[src/hw/rtl/mbps_pkg.sv]
// Shared types and constants for the masked byte pattern scanner.
// Used by every module under hw/rtl; depends on nothing else.
`timescale 1ns / 1ps

package mbps_pkg;

	// Field widths fixed by the register map and the item format.
	localparam int BYTE_W        = 8;
	localparam int ADDR_W        = 64;
	localparam int COUNT_W       = 32;
	localparam int LEN_W         = 5;
	localparam int CFG_IDX_W     = 3;
	localparam int CFG_DATA_W    = 64;
	localparam int PATTERN_BYTES = 16;
	localparam int PATTERN_W     = PATTERN_BYTES * BYTE_W;

	// Register reset values.
	localparam logic [PATTERN_BYTES-1:0] CARE_RESET = 16'hFFFF;
	localparam logic [LEN_W-1:0]         LEN_RESET  = 5'd1;

	// Configuration register indexes.
	typedef enum logic [CFG_IDX_W-1:0] {
		REG_PATTERN_LOW  = 3'd0,
		REG_PATTERN_HIGH = 3'd1,
		REG_CARE_MASK    = 3'd2,
		REG_PATTERN_LEN  = 3'd3,
		REG_RESULT_LIMIT = 3'd4,
		REG_FIRST_ONLY   = 3'd5
	} cfg_reg_t;

	// Current register contents as seen by the datapath.
	typedef struct packed {
		logic [PATTERN_W-1:0]     pattern;
		logic [PATTERN_BYTES-1:0] care_mask;
		logic [LEN_W-1:0]         pattern_length;
		logic [COUNT_W-1:0]       result_limit;
		logic                     first_match_only;
	} cfg_t;

	// Compare outcome handed from the matcher to the result stage.
	typedef struct packed {
		logic             hit;
		logic [LEN_W-1:0] len_m1;
	} match_t;

endpackage

[src/hw/rtl/mbps_cfg_regs.sv]
// Configuration register file for the masked byte pattern scanner.
// Depends on mbps_pkg for the register indexes and the cfg_t struct.
`timescale 1ns / 1ps

module mbps_cfg_regs (
	input  logic                               clk,
	input  logic                               arst_n,
	input  logic                               cfg_valid,
	output logic                               cfg_ready,
	input  logic [mbps_pkg::CFG_IDX_W-1:0]     cfg_index,
	input  logic [mbps_pkg::CFG_DATA_W-1:0]    cfg_data,
	output mbps_pkg::cfg_t                     cfg
);

	mbps_pkg::cfg_t cfg_q;

	// Writes are never held off, so the port is always ready.
	assign cfg_ready = 1'b1;

	// Register writes; indexes beyond the map are dropped.
	always_ff @(posedge clk or negedge arst_n) begin
		if (!arst_n) begin
			cfg_q.pattern          <= '0;
			cfg_q.care_mask        <= mbps_pkg::CARE_RESET;
			cfg_q.pattern_length   <= mbps_pkg::LEN_RESET;
			cfg_q.result_limit     <= '0;
			cfg_q.first_match_only <= 1'b0;
		end else if (cfg_valid && cfg_ready) begin
			case (cfg_index)
				mbps_pkg::REG_PATTERN_LOW: begin
					cfg_q.pattern[mbps_pkg::CFG_DATA_W-1:0] <= cfg_data;
				end
				mbps_pkg::REG_PATTERN_HIGH: begin
					cfg_q.pattern[mbps_pkg::PATTERN_W-1:mbps_pkg::CFG_DATA_W] <= cfg_data;
				end
				mbps_pkg::REG_CARE_MASK: begin
					cfg_q.care_mask <= cfg_data[mbps_pkg::PATTERN_BYTES-1:0];
				end
				mbps_pkg::REG_PATTERN_LEN: begin
					cfg_q.pattern_length <= cfg_data[mbps_pkg::LEN_W-1:0];
				end
				mbps_pkg::REG_RESULT_LIMIT: begin
					cfg_q.result_limit <= cfg_data[mbps_pkg::COUNT_W-1:0];
				end
				mbps_pkg::REG_FIRST_ONLY: begin
					cfg_q.first_match_only <= cfg_data[0];
				end
				default: begin
				end
			endcase
		end
	end

	assign cfg = cfg_q;

endmodule

[src/hw/rtl/mbps_window.sv]
// Sliding byte window and fill counter for the masked byte pattern scanner.
// Depends on mbps_pkg for the byte width.
`timescale 1ns / 1ps

module mbps_window #(
	parameter int  PATTERN_MAX = 16,
	localparam int FILL_W      = $clog2(PATTERN_MAX + 1)
) (
	input  logic                                        clk,
	input  logic                                        arst_n,
	input  logic                                        shift_en,
	input  logic                                        restart,
	input  logic [mbps_pkg::BYTE_W-1:0]                 data_byte,
	output logic [PATTERN_MAX-1:0][mbps_pkg::BYTE_W-1:0] window,
	output logic [FILL_W-1:0]                           fill
);

	logic [PATTERN_MAX-1:0][mbps_pkg::BYTE_W-1:0] win_q;
	logic [FILL_W-1:0]                           fill_q;

	// Entry 0 holds the newest byte; older bytes move up by one.
	always_ff @(posedge clk) begin
		if (shift_en) begin
			win_q[0] <= data_byte;
			for (int j = PATTERN_MAX - 1; j > 0; j--) begin
				win_q[j] <= win_q[j-1];
			end
		end
	end

	// Count of valid bytes, saturating at the window depth. A restart byte
	// opens a new region and is its first valid byte.
	always_ff @(posedge clk or negedge arst_n) begin
		if (!arst_n) begin
			fill_q <= '0;
		end else if (shift_en) begin
			if (restart) begin
				fill_q <= FILL_W'(1);
			end else if (fill_q != FILL_W'(PATTERN_MAX)) begin
				fill_q <= fill_q + FILL_W'(1);
			end
		end
	end

	assign window = win_q;
	assign fill   = fill_q;

endmodule

[src/hw/rtl/mbps_match.sv]
// Parallel masked compare of the byte window against the pattern.
// Depends on mbps_pkg for cfg_t, match_t and the field widths.
`timescale 1ns / 1ps

module mbps_match #(
	parameter int  PATTERN_MAX = 16,
	localparam int FILL_W      = $clog2(PATTERN_MAX + 1),
	localparam int IDX_W       = (PATTERN_MAX > 1) ? $clog2(PATTERN_MAX) : 1
) (
	input  logic [PATTERN_MAX-1:0][mbps_pkg::BYTE_W-1:0] window,
	input  logic [FILL_W-1:0]                           fill,
	input  mbps_pkg::cfg_t                              cfg,
	output mbps_pkg::match_t                            result
);

	localparam int LEN_W = mbps_pkg::LEN_W;

	logic [LEN_W-1:0]       eff_len;
	logic [LEN_W-1:0]       len_m1;
	logic [PATTERN_MAX-1:0] lane_ok;

	// Clamp the programmed length into one to the window depth.
	always_comb begin
		if (cfg.pattern_length == '0) begin
			eff_len = LEN_W'(1);
		end else if (cfg.pattern_length > LEN_W'(PATTERN_MAX)) begin
			eff_len = LEN_W'(PATTERN_MAX);
		end else begin
			eff_len = cfg.pattern_length;
		end
	end

	assign len_m1 = eff_len - LEN_W'(1);

	// Pattern byte i lines up with window entry len-1-i. Lanes past the
	// length and wildcard lanes always pass.
	for (genvar i = 0; i < PATTERN_MAX; i++) begin : g_lane
		logic [LEN_W-1:0]            tap;
		logic [IDX_W-1:0]            tap_idx;
		logic [mbps_pkg::BYTE_W-1:0] pat_byte;

		assign tap      = len_m1 - LEN_W'(i);
		assign tap_idx  = tap[IDX_W-1:0];
		assign pat_byte = cfg.pattern[i*mbps_pkg::BYTE_W +: mbps_pkg::BYTE_W];
		assign lane_ok[i] = (LEN_W'(i) >= eff_len) || !cfg.care_mask[i] ||
			(window[tap_idx] == pat_byte);
	end

	// A hit needs enough valid bytes in the current region.
	assign result.hit    = (LEN_W'(fill) >= eff_len) && (&lane_ok);
	assign result.len_m1 = len_m1;

endmodule

[src/hw/rtl/masked_byte_pattern_scanner_core.sv]
// Top level of the masked byte pattern scanner: input stage, result register
// and match accounting. Depends on mbps_pkg, mbps_cfg_regs, mbps_window and
// mbps_match.
`timescale 1ns / 1ps

// Usage
// The input channel (in_valid, in_stall) carries one scanned byte per
// transaction with its address and a restart flag that opens a new region.
// The output channel (out_valid, out_stall) carries one transaction per
// match: the address of the first matched byte, the running match number
// and scan_done on the match that ends the scan.
// The configuration channel (cfg_valid, cfg_ready) writes one register per
// transaction; cfg_ready is always high. Write only while the block is idle.
// Throughput is one byte per cycle while in_stall is low. The window shifts
// when a byte is taken and the masked compare runs in the cycle after. The
// byte's address waits in the input stage register until the result register
// is free; a match then loads the result register, which out_stall can hold.
// When out_stall holds a result, one more byte can still be taken if the input
// stage is empty; after that in_stall rises until the result is taken.
// Reset clears the window fill, the match count, the stop flag, both stage
// valids and the configuration registers to their reset values. Once the
// scan has ended, bytes are still taken but give no result until the next reset.
module masked_byte_pattern_scanner_core #(
	parameter int PATTERN_MAX = 16
) (
	input  logic                                 clk,
	input  logic                                 arst_n,
	// Configuration write channel.
	input  logic                                 cfg_valid,
	output logic                                 cfg_ready,
	input  logic [mbps_pkg::CFG_IDX_W-1:0]       cfg_index,
	input  logic [mbps_pkg::CFG_DATA_W-1:0]      cfg_data,
	// Byte input channel.
	input  logic                                 in_valid,
	output logic                                 in_stall,
	input  logic [mbps_pkg::BYTE_W-1:0]          data_byte,
	input  logic [mbps_pkg::ADDR_W-1:0]          byte_address,
	input  logic                                 restart,
	// Match output channel.
	output logic                                 out_valid,
	input  logic                                 out_stall,
	output logic [mbps_pkg::ADDR_W-1:0]          match_address,
	output logic [mbps_pkg::COUNT_W-1:0]         match_number,
	output logic                                 scan_done
);

	localparam int FILL_W  = $clog2(PATTERN_MAX + 1);
	localparam int ADDR_W  = mbps_pkg::ADDR_W;
	localparam int COUNT_W = mbps_pkg::COUNT_W;

	mbps_pkg::cfg_t                               cfg;
	mbps_pkg::match_t                             match;
	logic [PATTERN_MAX-1:0][mbps_pkg::BYTE_W-1:0] window;
	logic [FILL_W-1:0]                            fill;

	logic               valid_s1;
	logic [ADDR_W-1:0]  addr_s1;
	logic               accept;
	logic               s1_adv;
	logic               produce;
	logic               out_free;
	logic [COUNT_W-1:0] count_q;
	logic [COUNT_W-1:0] count_next;
	logic               stop_next;
	logic               stopped_q;
	logic               out_valid_q;
	logic [ADDR_W-1:0]  out_addr_q;
	logic [COUNT_W-1:0] out_number_q;
	logic               out_done_q;

	mbps_cfg_regs u_cfg (
		.clk       (clk),
		.arst_n    (arst_n),
		.cfg_valid (cfg_valid),
		.cfg_ready (cfg_ready),
		.cfg_index (cfg_index),
		.cfg_data  (cfg_data),
		.cfg       (cfg)
	);

	mbps_window #(
		.PATTERN_MAX (PATTERN_MAX)
	) u_window (
		.clk       (clk),
		.arst_n    (arst_n),
		.shift_en  (accept),
		.restart   (restart),
		.data_byte (data_byte),
		.window    (window),
		.fill      (fill)
	);

	mbps_match #(
		.PATTERN_MAX (PATTERN_MAX)
	) u_match (
		.window (window),
		.fill   (fill),
		.cfg    (cfg),
		.result (match)
	);

	// Handshake: the input stage moves on whenever the result register is
	// empty or being drained.
	assign out_free = !out_valid_q || !out_stall;
	assign s1_adv   = valid_s1 && out_free;
	assign in_stall = valid_s1 && !out_free;
	assign accept   = in_valid && !in_stall;
	assign produce  = s1_adv && match.hit && !stopped_q;

	// Input stage: the byte itself already sits in the window.
	always_ff @(posedge clk or negedge arst_n) begin
		if (!arst_n) begin
			valid_s1 <= 1'b0;
		end else if (accept) begin
			valid_s1 <= 1'b1;
		end else if (s1_adv) begin
			valid_s1 <= 1'b0;
		end
	end

	always_ff @(posedge clk) begin
		if (accept) begin
			addr_s1 <= byte_address;
		end
	end

	// Saturating match count and the stop decision for this match.
	assign count_next = (count_q == '1) ? count_q : count_q + COUNT_W'(1);
	assign stop_next  = cfg.first_match_only ||
		((cfg.result_limit != '0) && (count_next >= cfg.result_limit));

	always_ff @(posedge clk or negedge arst_n) begin
		if (!arst_n) begin
			count_q   <= '0;
			stopped_q <= 1'b0;
		end else if (produce) begin
			count_q   <= count_next;
			stopped_q <= stop_next;
		end
	end

	// Result register: a new result loads it, a held result stays while stalled.
	always_ff @(posedge clk or negedge arst_n) begin
		if (!arst_n) begin
			out_valid_q <= 1'b0;
		end else begin
			out_valid_q <= produce || (out_valid_q && out_stall);
		end
	end

	always_ff @(posedge clk) begin
		if (produce) begin
			out_addr_q   <= addr_s1 - ADDR_W'(match.len_m1);
			out_number_q <= count_next;
			out_done_q   <= stop_next;
		end
	end

	assign out_valid     = out_valid_q;
	assign match_address = out_addr_q;
	assign match_number  = out_number_q;
	assign scan_done     = out_done_q;

`ifndef ASSERT_OFF
	// The fill count never passes the window depth.
	a_fill_range: assert property (@(posedge clk) disable iff (!arst_n)
		fill <= FILL_W'(PATTERN_MAX))
		else $error("window fill above depth");

	// Once the scan has ended it stays ended until reset.
	a_stop_sticky: assert property (@(posedge clk) disable iff (!arst_n)
		stopped_q |=> stopped_q)
		else $error("stop flag cleared without reset");

	// A byte held in the input stage is neither lost nor overwritten.
	a_s1_hold: assert property (@(posedge clk) disable iff (!arst_n)
		(valid_s1 && !s1_adv) |=> (valid_s1 && $stable(addr_s1)))
		else $error("input stage item lost");

	// The match count only ever steps up by one.
	a_count_step: assert property (@(posedge clk) disable iff (!arst_n)
		!$stable(count_q) |-> (count_q == $past(count_q) + COUNT_W'(1)))
		else $error("match count jumped");
`endif

endmodule

[config.mk]
export PLATFORM = sky130hd
export DESIGN_NAME = masked_byte_pattern_scanner_core
export DESIGN_NICKNAME = d
export VERILOG_FILES = /design/src/hw/rtl/mbps_pkg.sv /design/src/hw/rtl/mbps_cfg_regs.sv /design/src/hw/rtl/mbps_window.sv /design/src/hw/rtl/mbps_match.sv /design/src/hw/rtl/masked_byte_pattern_scanner_core.sv
export SDC_FILE = /design/constraint.sdc
export NUM_CORES = 1
export LEC_CHECK = 0
export ABC_CLOCK_PERIOD_IN_PS = 13500
export BUFFER_PORTS_ARGS = -buffer_cell sky130_fd_sc_hd__buf_2
export CORE_MARGIN = 4
export CORE_UTILIZATION = 55
export DETAILED_ROUTE_END_ITERATION = 12
export PLACE_DENSITY = 0.74
export SYNTH_ARGS = -nofsm -noshare
export SYNTH_HDL_FRONTEND = slang
export SYNTH_SLANG_ARGS = --single-unit
[constraint.sdc]
create_clock -name clk -period 13.5 [get_ports clk]
set_input_delay 1.35 -clock clk [delete_from_list [all_inputs] [get_ports clk]]
set_output_delay 1.35 -clock clk [all_outputs]
set_load 0.01 [all_outputs]
==> flow_summary_export.csv <==
group,metric,value,unit
outcome,status,"complete, no violations",
synth,ys_types,77,
synth,yosysWarnings,0,
synth,synth_cells,2328,
floorplanning,start_util,56.1,%
synth,syn_nets,2533,
synth,netlist_area,29000,µm²
drt,routed_wl,85800,µm
min_path,min_path_type,"reg2reg",
clock_tree,cts_sinks,511,
synth,synth-seq-cells,511,
floorplanning,ios,245,
power,irDropWorstVdd,0.000117,V
clock_tree,numCtsBuffers,53,
floorplanning,fp.dieArea,56500,µm²
finish,fillCellCount,3909,
synth,synthArstFlopShare,43.4,%
global_route,grt_first_pass_wirelength,130000,µm
synth,seq_area_frac_synth,49.2,%
global_route,gr-usage-met3,5.43,%
synth,avgSynthCellArea,12.5,µm²
sta,tns,0,ns
power,power_density,198,nW/µm²
placed_design,hpwl,62700,µm
drt,vias,21300,
finish,layout.area.seq,14300,µm²
global_route,met2_usage,46.7,%
clock_tree,cts_tree,"built",
critical_path,critPathRequiredTime,13.73,ns
global_route,grt_use_met1,42.0,%
sta,rsz0062_at_grt,"no",
sta,fin_crit,8.96,ns
sta,setup_viol,0,
power,leakage,13.0,nW
clock_tree,clkTransAtPathRegs,0.07,ns
run,maxCapViolCount,0,
critical_path,cp_cell_sequence,"buf_4 > or4_4 > nand2_4 > inv_4 > ha_1 > xnor2_2 > buf_4 > inv_1 > buf_4 > a31oi_1 > o32ai_1 > o21ai_1 > nand2_1 > mux4_2 > xor2_1 > nor4_1 > a31oi_1 > or4_1 > buf_4 > inv_4 > buf_4",
critical_path,cp_top_family,"buffers and inverters",
sta,skew,0.0271,ns
sta,fmax,0.112,GHz
critical_path,worstSetupPathType,"reg2reg",
drt,wl_per_cell,26.3,µm
global_route,grt.busiest_layer,"met2",
finish,drive_gt1_share,28.0,%
finish,multiInputGateArea,14100,µm²
sta,tightest_slew,1.20,ns
floorplanning,num_rows,83,
drt,viasPerCell,6.54,
clock_tree,ctsLongestPathBuffers,3,
critical_path,cp_max_fo,56,
finish,area_growth_syn_to_layout,13.0,%
clock_tree,cts_setup_buffers,0,
global_route,grt_max_degree,121,
clock_tree,clk_latency,0.62,ns
critical_path,crit_path_frequent_cell,"buf_4",
synth,synth_top_cell_area_share,29.9,%
clock_tree,ctsResizeCount,0,
drt,drtIter0Drc,2614,
placed_design,gp_congestion,0.976,
floorplanning,die_width,238,µm
sta,max_slew_margin,19.5,%
drt,ant_nets,0,
clock_tree,h-tree-depth,2,
finish,nets,2738,
drt,drcViolationCount,0,
global_route,grt-ovfl-total,0,
critical_path,path_buf_inv,8,
critical_path,slowest_delay,0.72,ns
sta,slew_viol_final,0,
global_route,antenna_found_initial,3,
clock_tree,cts-root-buf,"clkbuf_16",
drt,drt_first_pass_iters,6,
critical_path,worst_setup_path_end_kind,"flip-flop",
synth,yosysTopAreaCell,"edfxtp_1",
global_route,grt_usage,30.0,%
clock_tree,cts_hold_buf,0,
floorplanning,fp.dieH,238,µm
sta,fin_crit_sh,66.4,%
global_route,grt_pass1_vias,20800,
synth,synth_edf_count,289,
synth,ys_top_cells_by_area,"edfxtp_1 30%, dfrtp_1 18%, mux4_2 12%",
finish,final_util,63.4,%
placed_design,port_buffers,243,
critical_path,slowest_stage,"o21ai_1",
critical_path,start_kind,"flip-flop",
synth,synthFlopType,"edfxtp_1",
floorplanning,core,51700,µm²
sta,hold_viol,0,
critical_path,cp_data_arrival_time,9.19,ns
power breakdown:
group,leakage (nW),switching [mW],internal [mW]
combinational,6.53,1.59,1.31
clock,0.937,0.637,0.947
sequential,5.49,0.169,1.84
total,13.0,2.39,4.11
cell usage after synthesis (all sizes together), types with 5 or more instances:
cell type and count:
edfxtp 289, mux2 158, o211ai 11, o32ai 5, o21ai 92, a21o 10, nand2 240, xor2 108
nand2b 21, nand4 35, nor3 54, nor2b 16, nand3 28, and3 51, or3 10, or2 10
dfrtp 205, or4 8, ha 59, a21oi 31, and2 5, mux4 151, clkbuf 92, a211oi 43
a31oi 45, nor2 91, o22ai 23, o221ai 29, and3b 6, xnor2 136, nor4b 6, a221oi 9
inv 65, mux2i 58, dfstp 17, buf 30, nor4 25
final timing paths:
kind	start	slack [ns]	end	cells past startpoint
max in group asynchronous	arst_n	11.22	u_cfg.cfg[123]$_DFFE_PN0P_	2
worst max register to register	u_cfg.cfg[34]$_DFFE_PN0P_	4.54	match_address[0]$_DFFE_PP_	21
worst max-delay path	u_cfg.cfg[34]$_DFFE_PN0P_	4.54	match_address[0]$_DFFE_PP_	21
worst min register to register	count_q[29]$_DFFE_PN0P_	0.51	count_q[29]$_DFFE_PN0P_	1
min in group asynchronous	arst_n	0.73	u_cfg.cfg[175]$_DFFE_PN0P_	1
worst min-delay path	count_q[29]$_DFFE_PN0P_	0.51	count_q[29]$_DFFE_PN0P_	1
flip-flops by register name, indices dropped and copies added, names as in the netlist:
name,count
u_cfg.cfg,182
u_window.window,128
addr_s1,64
match_address,64
count_q,32
match_number,32
u_window.fill,5
out_valid,1
scan_done,1
stopped_q,1
valid_s1,1
kinds of logic (layout without fill, tap and decap cells):
| kind of cell | count (synthesis) | after routing | share of synthesized area, % |
|---|---|---|---|
| flip-flops | 511 | 511 | 49.2 |
| AND/OR/NAND/NOR | 621 | 621 | 10.6 |
| other | 1 | 5 | 0.0129 |
| XOR/XNOR | 244 | 244 | 7.39 |
| AO/OA/AOI/OAI | 331 | 331 | 7.55 |
| multiplexers | 367 | 367 | 19.9 |
| buffers and inverters | 189 | 438 | 2.67 |
| adder cells (fa/ha/maj) | 64 | 64 | 2.75 |
through the flow:
| stage | hold slack, ns | instance area [µm²] | power (mW) | instances | setup slack, ns |
|---|---|---|---|---|---|
| floorplan | 0.421 | 29000 | 4.10 | 2328 | 3.96 |
| global placement | 0.490 | 30900 | 4.80 | 3158 | 4.96 |
| detailed placement | 0.498 | 30900 | 4.88 | 3158 | 4.79 |
| CTS | 0.510 | 32800 | 6.47 | 3257 | 4.75 |
| global route | 0.517 | 32800 | 6.78 | 3259 | 4.01 |
| finish | 0.511 | 32800 | 6.50 | 3261 | 4.54 |
cell type report:
cell class | instances | share of cell area, %
well taps | 680 | 2.60
clock inverters | 25 | 1.03
repair buffers | 272 | 4.40
diodes | 4 | 0.0305
flip-flops and latches | 511 | 43.5
inverters | 67 | 0.805
multi-input cells | 1628 | 42.9
clock buffers | 74 | 4.77
metal layers:
layer  wire (µm)  part of all wire (%)
met5           0                     0
met2       40000                    47
met4        4050                   4.7
met3        7920                   9.2
met1       33800                    39
layout by cell type (no fill, tap or decap), types with 16 or more instances in the layout:
| cell type | netlist | layout |
|---|---|---|
| a211oi_1 | 43 | 43 |
| a21oi_1 | 31 | 30 |
| a31oi_1 | 45 | 45 |
| and3_1 | 51 | 51 |
| buf_2 | 13 | 242 |
| buf_4 | 2 | 29 |
| clkbuf_16 | 0 | 59 |
| dfrtp_1 | 205 | 204 |
| dfstp_2 | 17 | 17 |
| edfxtp_1 | 289 | 289 |
| ha_1 | 59 | 59 |
| inv_1 | 64 | 61 |
| mux2_2 | 158 | 158 |
| mux2i_1 | 58 | 58 |
| mux4_2 | 151 | 151 |
| nand2_1 | 239 | 239 |
| nand2b_1 | 21 | 19 |
| nand3_1 | 28 | 28 |
| nand4_1 | 35 | 35 |
| nor2_1 | 91 | 91 |
| nor2b_1 | 16 | 16 |
| nor3_1 | 48 | 46 |
| nor4_1 | 24 | 24 |
| o21ai_0 | 90 | 90 |
| o221ai_1 | 29 | 28 |
| o22ai_1 | 23 | 23 |
| xnor2_1 | 135 | 132 |
| xor2_1 | 108 | 108 |
No activity file was read; power rests on OpenSTA's default activity.
